`config.mk`:
```
export PLATFORM = sky130hd
export DESIGN_NAME = typed_suffix_trigger_matcher_flat
export DESIGN_NICKNAME = d
export VERILOG_FILES = /design/src/rtl/tsm_pkg.sv /design/src/rtl/tsm_if.sv /design/src/rtl/typed_suffix_trigger_matcher.sv /design/src/rtl/tsm_hist.sv /design/src/rtl/tsm_tbl.sv /design/src/rtl/tsm_seq.sv /design/src/flat_wrapper.sv
export SDC_FILE = /design/constraint.sdc
export NUM_CORES = 2
export LEC_CHECK = 0
export BUFFER_PORTS_ARGS = -buffer_cell sky130_fd_sc_hd__buf_2
export CAP_MARGIN = 40
export CORE_ASPECT_RATIO = 2
export CORE_MARGIN = 2
export CORE_UTILIZATION = 33
export CTS_BUF_LIST = sky130_fd_sc_hd__clkbuf_8
export DETAILED_ROUTE_END_ITERATION = 10
export PLACE_DENSITY = 0.48
export SYNTH_ARGS = -nofsm -noshare
export SYNTH_HDL_FRONTEND = slang
export SYNTH_HIERARCHICAL = 1
export SYNTH_SLANG_ARGS = --single-unit
```
`constraint.sdc`:
```
create_clock -name clk -period 4.49 [get_ports clk]
set_input_delay 0 -clock clk [delete_from_list [all_inputs] [get_ports clk]]
set_output_delay 0 -clock clk [all_outputs]
set_load 0.005 [all_outputs]
```
`src/rtl/tsm_pkg.sv`:
```
package tsm_pkg;

	localparam int TRIG_MAX = 16;
	localparam int CHAR_W   = 8;
	localparam int SLOT_W   = 4;
	localparam int POS_W    = 4;
	localparam int LEN_W    = 5;
	localparam int CODE_W   = 16;
	localparam int REQ_W    = 2;

	localparam logic [REQ_W-1:0] REQ_REC   = 2'd0;
	localparam logic [REQ_W-1:0] REQ_MATCH = 2'd1;
	localparam logic [REQ_W-1:0] REQ_WCHR  = 2'd2;
	localparam logic [REQ_W-1:0] REQ_WLEN  = 2'd3;

	typedef struct packed {
		logic              chr_en;
		logic              len_en;
		logic [SLOT_W-1:0] slot;
		logic [POS_W-1:0]  pos;
		logic [CHAR_W-1:0] chr;
		logic [LEN_W-1:0]  len;
		logic [CODE_W-1:0] code;
	} tbl_wr_t;

	typedef struct packed {
		logic              idle;
		logic              done;
		logic              matched;
		logic [SLOT_W-1:0] slot;
		logic [LEN_W-1:0]  len;
	} seq_stat_t;

endpackage

```
`src/rtl/tsm_if.sv`:
```
interface tsm_item_if;
	import tsm_pkg::*;

	logic              valid;
	logic              ready;
	logic [REQ_W-1:0]  req_type;
	logic [CHAR_W-1:0] char_code;
	logic [SLOT_W-1:0] slot;
	logic [POS_W-1:0]  char_pos;
	logic [LEN_W-1:0]  entry_length;
	logic [CODE_W-1:0] new_end_code;

	modport source (output valid, req_type, char_code, slot, char_pos, entry_length,
		new_end_code, input ready);
	modport sink (input valid, req_type, char_code, slot, char_pos, entry_length,
		new_end_code, output ready);
endinterface

interface tsm_res_if;
	import tsm_pkg::*;

	logic              valid;
	logic              ready;
	logic              matched;
	logic [SLOT_W-1:0] matched_slot;
	logic [LEN_W-1:0]  trigger_length;
	logic [CODE_W-1:0] end_key;

	modport source (output valid, matched, matched_slot, trigger_length, end_key,
		input ready);
	modport sink (input valid, matched, matched_slot, trigger_length, end_key,
		output ready);
endinterface

interface tsm_cfg_if;
	import tsm_pkg::*;

	logic             valid;
	logic             ready;
	logic [LEN_W-1:0] data;

	modport source (output valid, data, input ready);
	modport sink (input valid, data, output ready);
endinterface

```
`src/rtl/typed_suffix_trigger_matcher.sv`:
```
// record and table write transactions leave the block idle, so the next one is taken in the following cycle
// match transaction: scans each suffix length from the longest down over the entries in use, and
//   fetches then compares each character of a candidate; one 8-bit comparator fed by registered reads
// result is returned through an output register, loaded in the done state once that register is free
// reset: history empty, all entry lengths zero, entries_in_use zero; stored characters
//   are undefined until written and get no clearing pass
module typed_suffix_trigger_matcher #(
	parameter int HISTORY_DEPTH = 16,
	parameter int TABLE_ENTRIES = 16
) (
	input logic        clk,
	input logic        arst_n,
	tsm_item_if.sink   item,
	tsm_res_if.source  result,
	tsm_cfg_if.sink    cfg
);
	import tsm_pkg::*;

	localparam int NUM_SLOTS = (TABLE_ENTRIES < 2**SLOT_W) ? TABLE_ENTRIES : 2**SLOT_W;
	localparam int HW  = $clog2(HISTORY_DEPTH);
	localparam int CW  = $clog2(HISTORY_DEPTH + 1);
	localparam int ECW = $clog2(NUM_SLOTS + 1);

	logic [LEN_W-1:0]  entries_q;
	logic [ECW-1:0]    n;
	logic              accept;
	logic              slot_ok;
	logic              rec_en;
	logic              start;
	logic              take;
	logic              clr;
	tbl_wr_t           tbl_wr;
	seq_stat_t         stat;
	logic [HW-1:0]     head;
	logic [CW-1:0]     hist_count;
	logic [HW-1:0]     hist_addr;
	logic [CHAR_W-1:0] hist_rd;
	logic [CHAR_W-1:0] trig_rd;
	logic [SLOT_W-1:0] rd_slot;
	logic [POS_W-1:0]  rd_pos;
	logic [LEN_W-1:0]  ent_len;
	logic [CODE_W-1:0] ent_code;
	logic              out_valid_q;
	logic              matched_q;
	logic [SLOT_W-1:0] slot_q;
	logic [LEN_W-1:0]  len_q;
	logic [CODE_W-1:0] code_q;

	assign cfg.ready = 1'b1;

	always_ff @(posedge clk or negedge arst_n) begin
		if (!arst_n) begin
			entries_q <= '0;
		end else if (cfg.valid) begin
			entries_q <= cfg.data;
		end
	end

	assign n = (32'(entries_q) > NUM_SLOTS) ? ECW'(NUM_SLOTS) : ECW'(entries_q);

	assign item.ready = stat.idle;
	assign accept     = item.valid && item.ready;
	assign slot_ok    = (32'(item.slot) < NUM_SLOTS);
	assign rec_en     = accept && (item.req_type == REQ_REC) && (item.char_code != '0);
	assign start      = accept && (item.req_type == REQ_MATCH);

	assign tbl_wr.chr_en = accept && (item.req_type == REQ_WCHR) && slot_ok;
	assign tbl_wr.len_en = accept && (item.req_type == REQ_WLEN) && slot_ok;
	assign tbl_wr.slot   = item.slot;
	assign tbl_wr.pos    = item.char_pos;
	assign tbl_wr.chr    = item.char_code;
	assign tbl_wr.len    = item.entry_length;
	assign tbl_wr.code   = item.new_end_code;

	assign take = stat.done && (!out_valid_q || result.ready);
	assign clr  = take && stat.matched;

	tsm_hist #(
		.HISTORY_DEPTH(HISTORY_DEPTH)
	) u_hist (
		.clk     (clk),
		.arst_n  (arst_n),
		.wr_en   (rec_en),
		.wr_char (item.char_code),
		.clr     (clr),
		.rd_addr (hist_addr),
		.head    (head),
		.count   (hist_count),
		.rd_data (hist_rd)
	);

	tsm_tbl #(
		.NUM_SLOTS(NUM_SLOTS)
	) u_tbl (
		.clk      (clk),
		.arst_n   (arst_n),
		.wr       (tbl_wr),
		.rd_slot  (rd_slot),
		.rd_pos   (rd_pos),
		.chr_rd   (trig_rd),
		.ent_len  (ent_len),
		.ent_code (ent_code)
	);

	tsm_seq #(
		.HISTORY_DEPTH(HISTORY_DEPTH),
		.NUM_SLOTS(NUM_SLOTS)
	) u_seq (
		.clk       (clk),
		.arst_n    (arst_n),
		.start     (start),
		.take      (take),
		.n         (n),
		.count     (hist_count),
		.head      (head),
		.hist_rd   (hist_rd),
		.trig_rd   (trig_rd),
		.ent_len   (ent_len),
		.hist_addr (hist_addr),
		.rd_slot   (rd_slot),
		.rd_pos    (rd_pos),
		.stat      (stat)
	);

	always_ff @(posedge clk or negedge arst_n) begin
		if (!arst_n) begin
			out_valid_q <= 1'b0;
		end else if (take) begin
			out_valid_q <= 1'b1;
		end else if (result.ready) begin
			out_valid_q <= 1'b0;
		end
	end

	always_ff @(posedge clk) begin
		if (take) begin
			matched_q <= stat.matched;
			slot_q    <= stat.slot;
			len_q     <= stat.len;
			code_q    <= stat.matched ? ent_code : '0;
		end
	end

	assign result.valid          = out_valid_q;
	assign result.matched        = matched_q;
	assign result.matched_slot   = slot_q;
	assign result.trigger_length = len_q;
	assign result.end_key        = code_q;

	a_clear_on_match: assert property (@(posedge clk) disable iff (!arst_n)
		clr |=> (hist_count == '0))
		else $error("history not cleared after a match");

	a_count_bound: assert property (@(posedge clk) disable iff (!arst_n)
		32'(hist_count) <= HISTORY_DEPTH)
		else $error("history count above depth");

	a_nomatch_zero: assert property (@(posedge clk) disable iff (!arst_n)
		(result.valid && !result.matched) |->
		(result.matched_slot == '0 && result.trigger_length == '0 && result.end_key == '0))
		else $error("miss result carries nonzero fields");

	a_match_len: assert property (@(posedge clk) disable iff (!arst_n)
		(result.valid && result.matched) |->
		(result.trigger_length != '0 && 32'(result.trigger_length) <= TRIG_MAX))
		else $error("matched length out of range");
endmodule

```
`src/rtl/tsm_hist.sv`:
```
module tsm_hist #(
	parameter int HISTORY_DEPTH = 16,
	localparam int HW = $clog2(HISTORY_DEPTH),
	localparam int CW = $clog2(HISTORY_DEPTH + 1)
) (
	input  logic                      clk,
	input  logic                      arst_n,
	input  logic                      wr_en,
	input  logic [tsm_pkg::CHAR_W-1:0] wr_char,
	input  logic                      clr,
	input  logic [HW-1:0]             rd_addr,
	output logic [HW-1:0]             head,
	output logic [CW-1:0]             count,
	output logic [tsm_pkg::CHAR_W-1:0] rd_data
);
	import tsm_pkg::*;

	logic [CHAR_W-1:0] mem_q [HISTORY_DEPTH];
	logic [CHAR_W-1:0] rd_q;
	logic [HW-1:0]     head_q;
	logic [CW-1:0]     count_q;

	always_ff @(posedge clk or negedge arst_n) begin
		if (!arst_n) begin
			head_q  <= '0;
			count_q <= '0;
		end else if (clr) begin
			count_q <= '0;
		end else if (wr_en) begin
			head_q <= (head_q == HW'(HISTORY_DEPTH - 1)) ? '0 : head_q + HW'(1);
			if (count_q != CW'(HISTORY_DEPTH)) begin
				count_q <= count_q + CW'(1);
			end
		end
	end

	always_ff @(posedge clk) begin
		if (wr_en) begin
			mem_q[head_q] <= wr_char;
		end
		rd_q <= mem_q[rd_addr];
	end

	assign head    = head_q;
	assign count   = count_q;
	assign rd_data = rd_q;
endmodule

```
`src/rtl/tsm_tbl.sv`:
```
module tsm_tbl #(
	parameter int NUM_SLOTS = 16,
	localparam int IW = (NUM_SLOTS > 1) ? $clog2(NUM_SLOTS) : 1,
	localparam int AW = $clog2(NUM_SLOTS * tsm_pkg::TRIG_MAX)
) (
	input  logic                       clk,
	input  logic                       arst_n,
	input  tsm_pkg::tbl_wr_t           wr,
	input  logic [tsm_pkg::SLOT_W-1:0] rd_slot,
	input  logic [tsm_pkg::POS_W-1:0]  rd_pos,
	output logic [tsm_pkg::CHAR_W-1:0] chr_rd,
	output logic [tsm_pkg::LEN_W-1:0]  ent_len,
	output logic [tsm_pkg::CODE_W-1:0] ent_code
);
	import tsm_pkg::*;

	logic [CHAR_W-1:0] mem_q [NUM_SLOTS * TRIG_MAX];
	logic [CHAR_W-1:0] rd_q;
	logic [LEN_W-1:0]  len_q [NUM_SLOTS];
	logic [CODE_W-1:0] code_q [NUM_SLOTS];
	logic [AW-1:0]     wr_addr;
	logic [AW-1:0]     rd_addr;

	assign wr_addr = AW'({wr.slot, wr.pos});
	assign rd_addr = AW'({rd_slot, rd_pos});

	always_ff @(posedge clk) begin
		if (wr.chr_en) begin
			mem_q[wr_addr] <= wr.chr;
		end
		rd_q <= mem_q[rd_addr];
	end

	always_ff @(posedge clk or negedge arst_n) begin
		if (!arst_n) begin
			for (int i = 0; i < NUM_SLOTS; i++) begin
				len_q[i] <= '0;
			end
		end else if (wr.len_en) begin
			len_q[IW'(wr.slot)] <= wr.len;
		end
	end

	always_ff @(posedge clk) begin
		if (wr.len_en) begin
			code_q[IW'(wr.slot)] <= wr.code;
		end
	end

	assign chr_rd   = rd_q;
	assign ent_len  = len_q[IW'(rd_slot)];
	assign ent_code = code_q[IW'(rd_slot)];
endmodule

```
`src/rtl/tsm_seq.sv`:
```
module tsm_seq #(
	parameter int HISTORY_DEPTH = 16,
	parameter int NUM_SLOTS = 16,
	localparam int HW  = $clog2(HISTORY_DEPTH),
	localparam int CW  = $clog2(HISTORY_DEPTH + 1),
	localparam int ECW = $clog2(NUM_SLOTS + 1)
) (
	input  logic                       clk,
	input  logic                       arst_n,
	input  logic                       start,
	input  logic                       take,
	input  logic [ECW-1:0]             n,
	input  logic [CW-1:0]              count,
	input  logic [HW-1:0]              head,
	input  logic [tsm_pkg::CHAR_W-1:0] hist_rd,
	input  logic [tsm_pkg::CHAR_W-1:0] trig_rd,
	input  logic [tsm_pkg::LEN_W-1:0]  ent_len,
	output logic [HW-1:0]              hist_addr,
	output logic [tsm_pkg::SLOT_W-1:0] rd_slot,
	output logic [tsm_pkg::POS_W-1:0]  rd_pos,
	output tsm_pkg::seq_stat_t         stat
);
	import tsm_pkg::*;

	localparam logic [2:0] ST_IDLE  = 3'd0;
	localparam logic [2:0] ST_SCAN  = 3'd1;
	localparam logic [2:0] ST_FETCH = 3'd2;
	localparam logic [2:0] ST_CMP   = 3'd3;
	localparam logic [2:0] ST_DONE  = 3'd4;

	logic [2:0]       state_q;
	logic [LEN_W-1:0] len_q;
	logic [ECW-1:0]   e_q;
	logic [POS_W-1:0] k_q;
	logic [HW-1:0]    hp_q;
	logic             matched_q;
	logic [LEN_W-1:0] start_len;
	logic [HW:0]      hp_sum;
	logic [HW-1:0]    hp_start;
	logic [HW-1:0]    hp_next;
	logic             chr_eq;

	// longest suffix worth trying is bounded by the trigger size
	assign start_len = (32'(count) > TRIG_MAX) ? LEN_W'(TRIG_MAX) : LEN_W'(count);

	// ring position of the oldest character of the current suffix
	assign hp_sum   = {1'b0, head} + (HW+1)'(HISTORY_DEPTH) - (HW+1)'(len_q);
	assign hp_start = (hp_sum >= (HW+1)'(HISTORY_DEPTH)) ?
		HW'(hp_sum - (HW+1)'(HISTORY_DEPTH)) : HW'(hp_sum);
	assign hp_next  = (hp_q == HW'(HISTORY_DEPTH - 1)) ? '0 : hp_q + HW'(1);

	// shared character comparator
	assign chr_eq = (hist_rd == trig_rd);

	always_ff @(posedge clk or negedge arst_n) begin
		if (!arst_n) begin
			state_q   <= ST_IDLE;
			len_q     <= '0;
			e_q       <= '0;
			k_q       <= '0;
			hp_q      <= '0;
			matched_q <= 1'b0;
		end else begin
			case (state_q)
				ST_IDLE: begin
					if (start) begin
						len_q     <= start_len;
						e_q       <= '0;
						matched_q <= 1'b0;
						state_q   <= ST_SCAN;
					end
				end
				ST_SCAN: begin
					if (len_q == '0) begin
						state_q <= ST_DONE;
					end else if (e_q == n) begin
						len_q <= len_q - LEN_W'(1);
						e_q   <= '0;
					end else if (ent_len == len_q) begin
						k_q     <= '0;
						hp_q    <= hp_start;
						state_q <= ST_FETCH;
					end else begin
						e_q <= e_q + ECW'(1);
					end
				end
				ST_FETCH: begin
					state_q <= ST_CMP;
				end
				ST_CMP: begin
					if (!chr_eq) begin
						e_q     <= e_q + ECW'(1);
						state_q <= ST_SCAN;
					end else if (k_q == POS_W'(len_q - LEN_W'(1))) begin
						matched_q <= 1'b1;
						state_q   <= ST_DONE;
					end else begin
						k_q     <= k_q + POS_W'(1);
						hp_q    <= hp_next;
						state_q <= ST_FETCH;
					end
				end
				ST_DONE: begin
					if (take) begin
						state_q <= ST_IDLE;
					end
				end
				default: begin
					state_q <= ST_IDLE;
				end
			endcase
		end
	end

	assign hist_addr    = hp_q;
	assign rd_slot      = SLOT_W'(e_q);
	assign rd_pos       = k_q;
	assign stat.idle    = (state_q == ST_IDLE);
	assign stat.done    = (state_q == ST_DONE);
	assign stat.matched = matched_q;
	assign stat.slot    = matched_q ? SLOT_W'(e_q) : '0;
	assign stat.len     = matched_q ? len_q : '0;
endmodule

```
`src/flat_wrapper.sv`:
```
// flat-port wrapper written by rule: the top's interface ports become plain ports
module typed_suffix_trigger_matcher_flat import tsm_pkg::*;
#(
	parameter int HISTORY_DEPTH = 16,
	parameter int TABLE_ENTRIES = 16
)
  (clk, arst_n, item_valid, item_req_type, item_char_code, item_slot, item_char_pos, item_entry_length, item_new_end_code, item_ready, result_valid, result_matched, result_matched_slot, result_trigger_length, result_end_key, result_ready, cfg_valid, cfg_data, cfg_ready);
  tsm_item_if item_i ();
  tsm_res_if result_i ();
  tsm_cfg_if cfg_i ();
  input logic clk;
  input logic arst_n;
  input wire logic [$bits(item_i.valid)-1:0] item_valid;
  input wire logic [$bits(item_i.req_type)-1:0] item_req_type;
  input wire logic [$bits(item_i.char_code)-1:0] item_char_code;
  input wire logic [$bits(item_i.slot)-1:0] item_slot;
  input wire logic [$bits(item_i.char_pos)-1:0] item_char_pos;
  input wire logic [$bits(item_i.entry_length)-1:0] item_entry_length;
  input wire logic [$bits(item_i.new_end_code)-1:0] item_new_end_code;
  output wire logic [$bits(item_i.ready)-1:0] item_ready;
  output wire logic [$bits(result_i.valid)-1:0] result_valid;
  output wire logic [$bits(result_i.matched)-1:0] result_matched;
  output wire logic [$bits(result_i.matched_slot)-1:0] result_matched_slot;
  output wire logic [$bits(result_i.trigger_length)-1:0] result_trigger_length;
  output wire logic [$bits(result_i.end_key)-1:0] result_end_key;
  input wire logic [$bits(result_i.ready)-1:0] result_ready;
  input wire logic [$bits(cfg_i.valid)-1:0] cfg_valid;
  input wire logic [$bits(cfg_i.data)-1:0] cfg_data;
  output wire logic [$bits(cfg_i.ready)-1:0] cfg_ready;
  assign item_i.valid = item_valid;
  assign item_i.req_type = item_req_type;
  assign item_i.char_code = item_char_code;
  assign item_i.slot = item_slot;
  assign item_i.char_pos = item_char_pos;
  assign item_i.entry_length = item_entry_length;
  assign item_i.new_end_code = item_new_end_code;
  assign item_ready = item_i.ready;
  assign result_valid = result_i.valid;
  assign result_matched = result_i.matched;
  assign result_matched_slot = result_i.matched_slot;
  assign result_trigger_length = result_i.trigger_length;
  assign result_end_key = result_i.end_key;
  assign result_i.ready = result_ready;
  assign cfg_i.valid = cfg_valid;
  assign cfg_i.data = cfg_data;
  assign cfg_ready = cfg_i.ready;
  typed_suffix_trigger_matcher #(.HISTORY_DEPTH(HISTORY_DEPTH), .TABLE_ENTRIES(TABLE_ENTRIES)) u_core (.clk(clk), .arst_n(arst_n), .item(item_i), .result(result_i), .cfg(cfg_i));
endmodule
```
==> flow_summary.yaml <==
outcome:
  status: "finished, final reports clean"
synth:
  ys_warn_count: 6
  synthArstFlopShare_pct: 4.52
  syn_inst: 4921
  ys_top_cells_by_area: "edfxtp_1 (72%), mux4_2 (12%), dfrtp_1 (2.9%)"
  avgSynthCellArea_um2: 20.7
  synth_area_leader_cell: "edfxtp_1"
  ys_seq_area_share_pct: 75.6
  syn_area_um2: 102000
  synth_top_area_share_pct: 72.4
  synth_cell_types: 88
  syn_nets: 4985
  ys.flop_type: "edfxtp_1"
  synth_edf_count: 2458
  synth_seq_cells: 2591
grt:
  grt_pass1_wl_um: 417000
  overflow: 0
  grt_pass1_vias: 55100
  antenna_found_initial: 7
  grt_max_degree: 186
  globalRouteTotalUtil_pct: 18.8
timing:
  slew_headroom_pct: 16.7
  setup_tns_ns: 0
  setup_viol: 0
  fin_crit_ns: 4.19
  fmax_mhz: 238
  fin_crit_sh_pct: 93.4
  rsz0062_at_grt: "false"
  report.final.slew_viol_count: 0
  skew_ns: 0.0538
  fin_ws_ns: 0.295
  final_hold_viol_count: 0
  worstMarginPinSlew_ns: 1.25
floorplan:
  ios: 78
  start_util_pct: 33.2
  coreArea_um2: 307000
  die_x_um: 397
  rows: 288
  die_h_um: 790
  die_area_um2: 314000
power_and_ir_drop:
  leakage_nw: 36.6
  powerDensity_nw_per_um2: 438
  ir_drop_mv: 0.221
  p_total_mw: 51.2
detailed_routing:
  routedWlPerCell_um: 30.0
  firstDrtPassIters: 8
  via_per_inst: 5.15
  post-route-drc-count: 0
  drtAntennaViolNets: 0
  vias: 51000
  finalWirelength_um: 297000
  drt_iter0_markers: 3477
finish:
  fin_cells: 9902
  final_cell_mix: "edfxtp_1 (2458), mux4_2 (526), clkbuf_8 (371)"
  final_nets: 5620
  syn_to_final_growth_pct: 14.8
  nFillCells: 28000
  drive_above_1_share_pct: 27.6
  final_common_cell: "edfxtp_1"
critical_path:
  worst-endpoint-arrival_ns: 5.10
  critPathCaptureType: "flop"
  start_kind: "flop"
  crit_slowest_cell: "dlygate4sd3_1"
  max_stage_delay_ns: 0.67
  worstPathMaxFanout: 18
  path_cells: "nor3_1 -> buf_4 -> nand3_1 -> nor2_1 -> dlygate4sd3_1 -> nand3_1 -> nor3_2 -> buf_12 -> mux2_2 -> dlygate4sd3_1"
  cp_data_required_time_ns: 5.39
  crit_type: "flop to flop"
placement:
  place_congestion: 0.845
  dp.cells: 9149
  dp.final_hpwl_um: 193000
  portBuffers: 76
  pre_cts_slack_ns: 0.677
clock_network:
  cts_max_level: 5
  ctsResizeCount: 0
  numCtsBuffers: 359
  cts-root-buf: "clkbuf_8"
  clk_latency_ns: 1.00
  post-cts-setup-buffer-count: 0
  cts_buffer_depth: 4
  cts_tree: "built"
  cts.sinks: 2591
  path_clk_slew_ns: 0.07
min_path:
  min_path_type: "input pin to flop"
run:
  maxCapViolations: 0
[synthesized netlist by cell type, types with 8 or more instances]
cell type  number
a211oi_1       12
a21oi_1        93
a221oi_1       22
a22o_1         19
a22oi_1       109
a31oi_1        16
and2_1         35
buf_1          12
buf_12         12
buf_2          60
buf_4          32
buf_6          31
buf_8          17
clkbuf_1      112
dfrtp_1       117
dfxtp_1        16
edfxtp_1     2458
ha_1           14
inv_1          19
mux2_2        102
mux2i_1       160
mux4_1         57
mux4_2        526
nand2_1       128
nand2b_1       17
nand3_1        47
nand4_1        17
nor2_1        316
nor2b_1        37
nor3_1         27
nor4_1         21
o2111ai_1       8
o21ai_0        36
o221ai_1       37
o22ai_1        32
xnor2_1        19
xor2_1         11
[sequential cells by signal, summed over array words and instances (netlist names), 8 cells and up]
| name | flops |
|---|---|
| u_core/result.end_key | 16 |
| u_core/u_hist/mem_q | 128 |
| u_core/u_hist/rd_data | 8 |
| u_core/u_tbl/chr_rd | 8 |
| u_core/u_tbl/code_q | 256 |
| u_core/u_tbl/len_q | 80 |
| u_core/u_tbl/mem_q | 2048 |
[critical path: cells and delay by family, from the launching register on]
| family | cells | cell delay (ns) |
|---|---|---|
| buffers and inverters | 4 | 1.66 |
| AND/OR/NAND/NOR | 5 | 1.57 |
| flip-flops | 1 | 0.49 |
| multiplexers | 1 | 0.36 |
[power by group]
group | switching, mW | internal, mW
logic | 3.73 | 2.81
registers | 0.627 | 26.9
clock network | 9.03 | 8.19
[cell type report]
class / instances / area, um^2 / area share, %
Inverter: 20 / 75.1 / 0.0641
Clock buffer: 371 / 5110 / 4.36
Clock inverter: 267 / 1410 / 1.20
Timing Repair Buffer: 563 / 5200 / 4.44
Antenna cell: 9 / 22.5 / 0.0192
Multi-Input combinational cell: 2021 / 23100 / 19.7
Sequential cell: 2591 / 77100 / 65.9
Tap cell: 4060 / 5080 / 4.34
[per-stage QoR]
stage	hold WS [ns]	utilization, %	cell area, um^2
CTS	0.0110	38.1	117000
global placement	0.0657	35.4	109000
detailed placement	0.0668	35.6	109000
floorplan	-0.296	-	102000
finish	0.108	38.1	117000
global route	0.0591	38.1	117000
[worst paths after layout]
| kind | cells past startpoint | slack [ns] | from | endpoint |
|---|---|---|---|---|
| max | 10 | 0.30 | u_core/u_seq/state_q[1]$_DFFE_PN0P_ | u_core/u_tbl/len_q[64]$_DFFE_PN0P_ |
| min | 3 | 0.11 | item_char_code[7] | u_core/u_tbl/mem_q[232][7]$_DFFE_PP_ |
| max reg2reg | 10 | 0.30 | u_core/u_seq/state_q[1]$_DFFE_PN0P_ | u_core/u_tbl/len_q[64]$_DFFE_PN0P_ |
| min reg2reg | 1 | 0.50 | u_core/u_tbl/len_q[20]$_DFFE_PN0P_ | u_core/u_tbl/len_q[20]$_DFFE_PN0P_ |
| max in group asynchronous | 7 | 2.94 | arst_n | u_core/u_seq/rd_pos[2]$_DFFE_PN0P_ |
| min in group asynchronous | 5 | 0.61 | arst_n | u_core/u_tbl/len_q[74]$_DFFE_PN0P_ |
[metal layers]
metal  up-vias  global-route usage [%]  routed length [um]  share of wire [%]
met5         -                       0                  13             0.0044
met4         2                    8.65               15100                5.1
met3       501                    2.35               10700                3.6
met2      1331                    37.8              173000                 58
met1     27500                    18.6               97600                 33
li1      21700                       -                   -                  -
[repair_timing]
action	CTS	global route
hold buffers	106	0
hold endpoints to repair	2075	0
setup endpoints to repair	0	0
[kinds of logic (layout without fill, tap and decap cells)]
kind of cell             Yosys count  in the layout  synth area share, %
other                              1             10              0.00368
flip-flops                      2591           2591                 75.6
adder cells (fa/ha/maj)           15             15                0.191
buffers and inverters            309           1221                 1.99
XOR/XNOR                          30             30                0.258
AND/OR/NAND/NOR                  693            693                 3.15
multiplexers                     845            845                 15.8
AO/OA/AOI/OAI                    437            437                 3.04
No activity file was read; power rests on OpenSTA's default activity.
